[src/rtl/wpeq_ram.sv]
`default_nettype none

module wpeq_ram #(
  parameter int WIDTH = 8,
  parameter int DEPTH = 2
) (
  input  wire logic                     clk_i,
  input  wire logic                     we_i,
  input  wire logic [$clog2(DEPTH)-1:0] waddr_i,
  input  wire logic [WIDTH-1:0]         wdata_i,
  input  wire logic                     re_i,
  input  wire logic [$clog2(DEPTH)-1:0] raddr_i,
  output logic      [WIDTH-1:0]         rdata_o
);

  logic [WIDTH-1:0] mem [DEPTH];
  logic [WIDTH-1:0] rdata_q;

  // Write port
  always_ff @(posedge clk_i) begin
    if (we_i) begin
      mem[waddr_i] <= wdata_i;
    end
  end

  // Registered read port
  always_ff @(posedge clk_i) begin
    if (re_i) begin
      rdata_q <= mem[raddr_i];
    end
  end

  assign rdata_o = rdata_q;

endmodule

`default_nettype wire

[config.mk]
export PLATFORM = sky130hd
export DESIGN_NAME = wpeq_ram
export DESIGN_NICKNAME = d
export VERILOG_FILES = /design/src/rtl/wpeq_ram.sv
export SDC_FILE = /design/constraint.sdc
export NUM_CORES = 1
export LEC_CHECK = 0
export ABC_AREA = 1
export BUFFER_PORTS_ARGS = -buffer_cell sky130_fd_sc_hd__buf_2
export CORE_ASPECT_RATIO = 0.9
export CORE_MARGIN = 10
export CORE_UTILIZATION = 30
export CTS_BUF_LIST = sky130_fd_sc_hd__clkbuf_4 sky130_fd_sc_hd__clkbuf_8 sky130_fd_sc_hd__clkbuf_16
export DETAILED_ROUTE_END_ITERATION = 8
export GPL_ROUTABILITY_DRIVEN = 0
export REMOVE_ABC_BUFFERS = 1
export SLEW_MARGIN = 20
export SYNTH_ARGS = -nofsm -noshare
export SYNTH_HDL_FRONTEND = slang
export SYNTH_SLANG_ARGS = --single-unit
[constraint.sdc]
create_clock -name clk_i -period 1.5 [get_ports clk_i]
set_input_delay 0.15 -clock clk_i [delete_from_list [all_inputs] [get_ports clk_i]]
set_output_delay 0.15 -clock clk_i [all_outputs]
set_load 0.05 [all_outputs]
After elaboration in Yosys (flattened, before gate mapping)
Memories as Yosys holds them, arrays and structs flattened. A register that Yosys moved wholly into a read port is not among the register bits. Index checks and enable logic that the tools add are counted.

Input bits: 13. Register bits: 0. Bits in writable memories: 16. Memories kept: 1.

Muxes and demuxes: 2.

Memories: mem (words 2, width 8, read ports 1, clocked after memory_dff 1, wr ports 1, line 16) `logic [WIDTH-1:0] mem [DEPTH];`.

Operators by type and width (count): $mux 1 (2).

Longest topological paths before layout
Depth after elaboration: 2. Depth in mapped cells: 4. Depth with buffers taken out: 3.

Worst setup path after synthesis
No wires, ideal clock.

Kind: input to register. Start: input port we_i. End: memory mem[0][0], enable pin. Slack: 590 ps. Arrival: 539 ps. Setup time: 371 ps. Path buffers: 0. Stages: 2. Required time: 1129 ps. Cell sequence: inv_1 nor2_1.

Longest elaborated chain between the ends: 2.

RTL lines: start: declaration (line 8) `input wire logic we_i,`; $mux 1 (line 21) `if (we_i) begin`; $mux 1 (not written as such) (line 22) `mem[waddr_i] <= wdata_i;`; end: declaration (line 16).

Every way passes these cells.

Worst setup path in the final report
Start: register rdata_q[0], in the netlist rdata_o[0] (read register of mem). End: output port rdata_o[0].

RTL lines: start: declaration (line 17) `logic [WIDTH-1:0] rdata_q;`; end: declaration (line 13) `output logic [WIDTH-1:0] rdata_o`.

No word-level cell between the ends.

==> metrics <==
share of post-route cells with drive strength above 1 32.1%; Critical Path Max Stage Delay 340 ps; antenna cells 0; r2r startpoint mem[1][3]; num rows 18; Worst R2R Setup Slack 750 ps; Iteration-0 DRC Markers 28; die area 5320 sq um; Clock Latency Late Sink 290 ps; status complete, no violations; post-route ant nets 0; residual DRC count 0; Cells after DPL 114; die height 70.2 um; fillers 258; setup slack after layout 457 ps; Least-Margin Pin Slew 290 ps; Cells after Synth 54; Max Cap Violations 0; CP Data Required Time 1350 ps; drt total wl 1310 um; Worst Reg-to-Reg Cells 2; Slew HR 80.6%; I/O Buffers 20; peak supply drop 247 uV; Hold-fix buffers, CTS 0; area fraction of the dominant cell type after synthesis 85.7%; Post-Syn Area per Cell 15.6 sq um; top cell type by total area after synthesis edfxtp_1; post_cts resized 0; Pre-antenna DRT Iters 4; RSZ-0062 raised after global routing no; asr flop ratio synth 0%; part of the Yosys area used for sequential elements 85.7%; CP Launch Point rdata_o[0]; CTS Sinks 24; first-pass GRT wire length 2070 um; Final Power 0.00119 W; core area 2730 sq um; I/O pin count 21; worst setup path endpoint rdata_o[0]; CP Capture Type output pin; TritonCTS clock tree done; most numerous cell in the Yosys netlist nand2_1; Yosys warnings 0; CP Class reg2out; clock buffer count from CTS 3; Fmax 959 MHz; setup TNS 0 ps; initial antenna violation count 0; via count 460; Syn Std Cell Area 841 sq um; HP Class in2reg; P_leak 0.422 nW; crit-path cells buf_2; PwrDens 1170 nW/um^2; total gr overflow 0; vias in the first global route 466; startpoint types register; Die Width 75.8 um; synthesized flop and latch total 24; Most used DFF post-synth edfxtp_1; Final Cycle Share 69.5%; Pins Over Slew Limit 0; post-DR wirelength/cell 11.1 um; P&R area growth vs syn 20.5%; Initial Util 30.9%; worst-case clock buffer depth 2; clock-pin transition on the worst setup and hold timing paths 110 ps; reg2reg end rdata_o[3]; H-Tree Depth 1; critical path's top delay family flip-flops; largest net degree at the start of global routing 14; crit path max-delay cell type edfxtp_1; Worst Skew 1.07 ps; WP depth 1; min cycle time layout 1040 ps; Netlist cell types 6; vias per cell 3.90; Final #Nets 92; Tot GR Track Use 5.14%; worst path arrival time 890 ps; EDFF count, synth 24; post-CTS setup buffer count 0; Critical Path Fanout Max 1; commonest cells in the netlist nand2_1 (25), edfxtp_1 (24), inv_1 (2); utilization of the core after routing 37.2%; Hold Vio Cnt, Final 0; top cells by area, synth edfxtp_1 (86%), nand2_1 (11%), buf_6 (1.3%); # setup viols final 0; Finished Layout Cells 118; root buf cell clkbuf_4; Buf/Inv on CP 1; Post-Place Setup Slack 639 ps
==> layer usage <==
layer  vias up  routed length, um  track usage [%]
met1       212                595             6.19
met3         0                137             2.40
li1        231                  -                -
met2        17                574             6.89
met5         -                  0                0
met4         0                  0             3.71
==> placed cells by master, fill, tap and decap left out, drive strengths merged <==
cell / count
nand2: 25
edfxtp: 24
buf: 21
clkbuf: 3
inv: 3
nor2: 1
clkinv: 1
==> metrics by stage <==
stage,instance area [sq um],hold WS (ps)
after floorplan,830,249
final,1010,35.6
after global routing,1010,11.1
after CTS,1010,19.2
after global placement,987,341
after detailed placement,987,346
==> state kept, by name, summed over array words and instances, names as in the netlist <==
| register | cells |
|---|---|
| mem | 16 |
| rdata_o | 8 |
==> logic make-up (layout without fill, tap and decap cells) <==
logic type	count (synthesis)	after routing	share of synthesized area, %
DFF	24	24	85.7
and+or+nand+nor	26	26	11.6
buffers and inverters	4	28	2.68
==> layout make-up <==
| class | instances | area, sq um | share of cell area [%] |
|---|---|---|---|
| sequential | 24 | 721 | 71.1 |
| timing repair buffer | 21 | 108 | 10.6 |
| multi-input combinational | 26 | 97.6 | 9.63 |
| tap | 40 | 50.0 | 4.94 |
| clock buffer | 3 | 22.5 | 2.22 |
| inverter | 3 | 11.3 | 1.11 |
| clock inverter | 1 | 3.75 | 0.370 |
==> how the worst min path moves through the flow <==
stage	start	endpoint	cells past startpoint	slack, ps
floorplan	wdata_i[0]	mem[0][0]	0	250
global placement	wdata_i[0]	mem[0][0]	1	340
detailed placement	wdata_i[1]	mem[0][1]	1	350
CTS	wdata_i[1]	mem[1][1]	1	20
global route	wdata_i[7]	mem[1][7]	1	10
finish	wdata_i[1]	mem[1][1]	1	40
==> power breakdown <==
part,switching (W),internal (W),leakage (nW)
registers,0.0000101,0.000791,0.230
logic,0.0000965,0.0000326,0.177
clock network,0.000162,0.0000968,0.0154
Note: power is estimated with default switching activity, not from simulation.
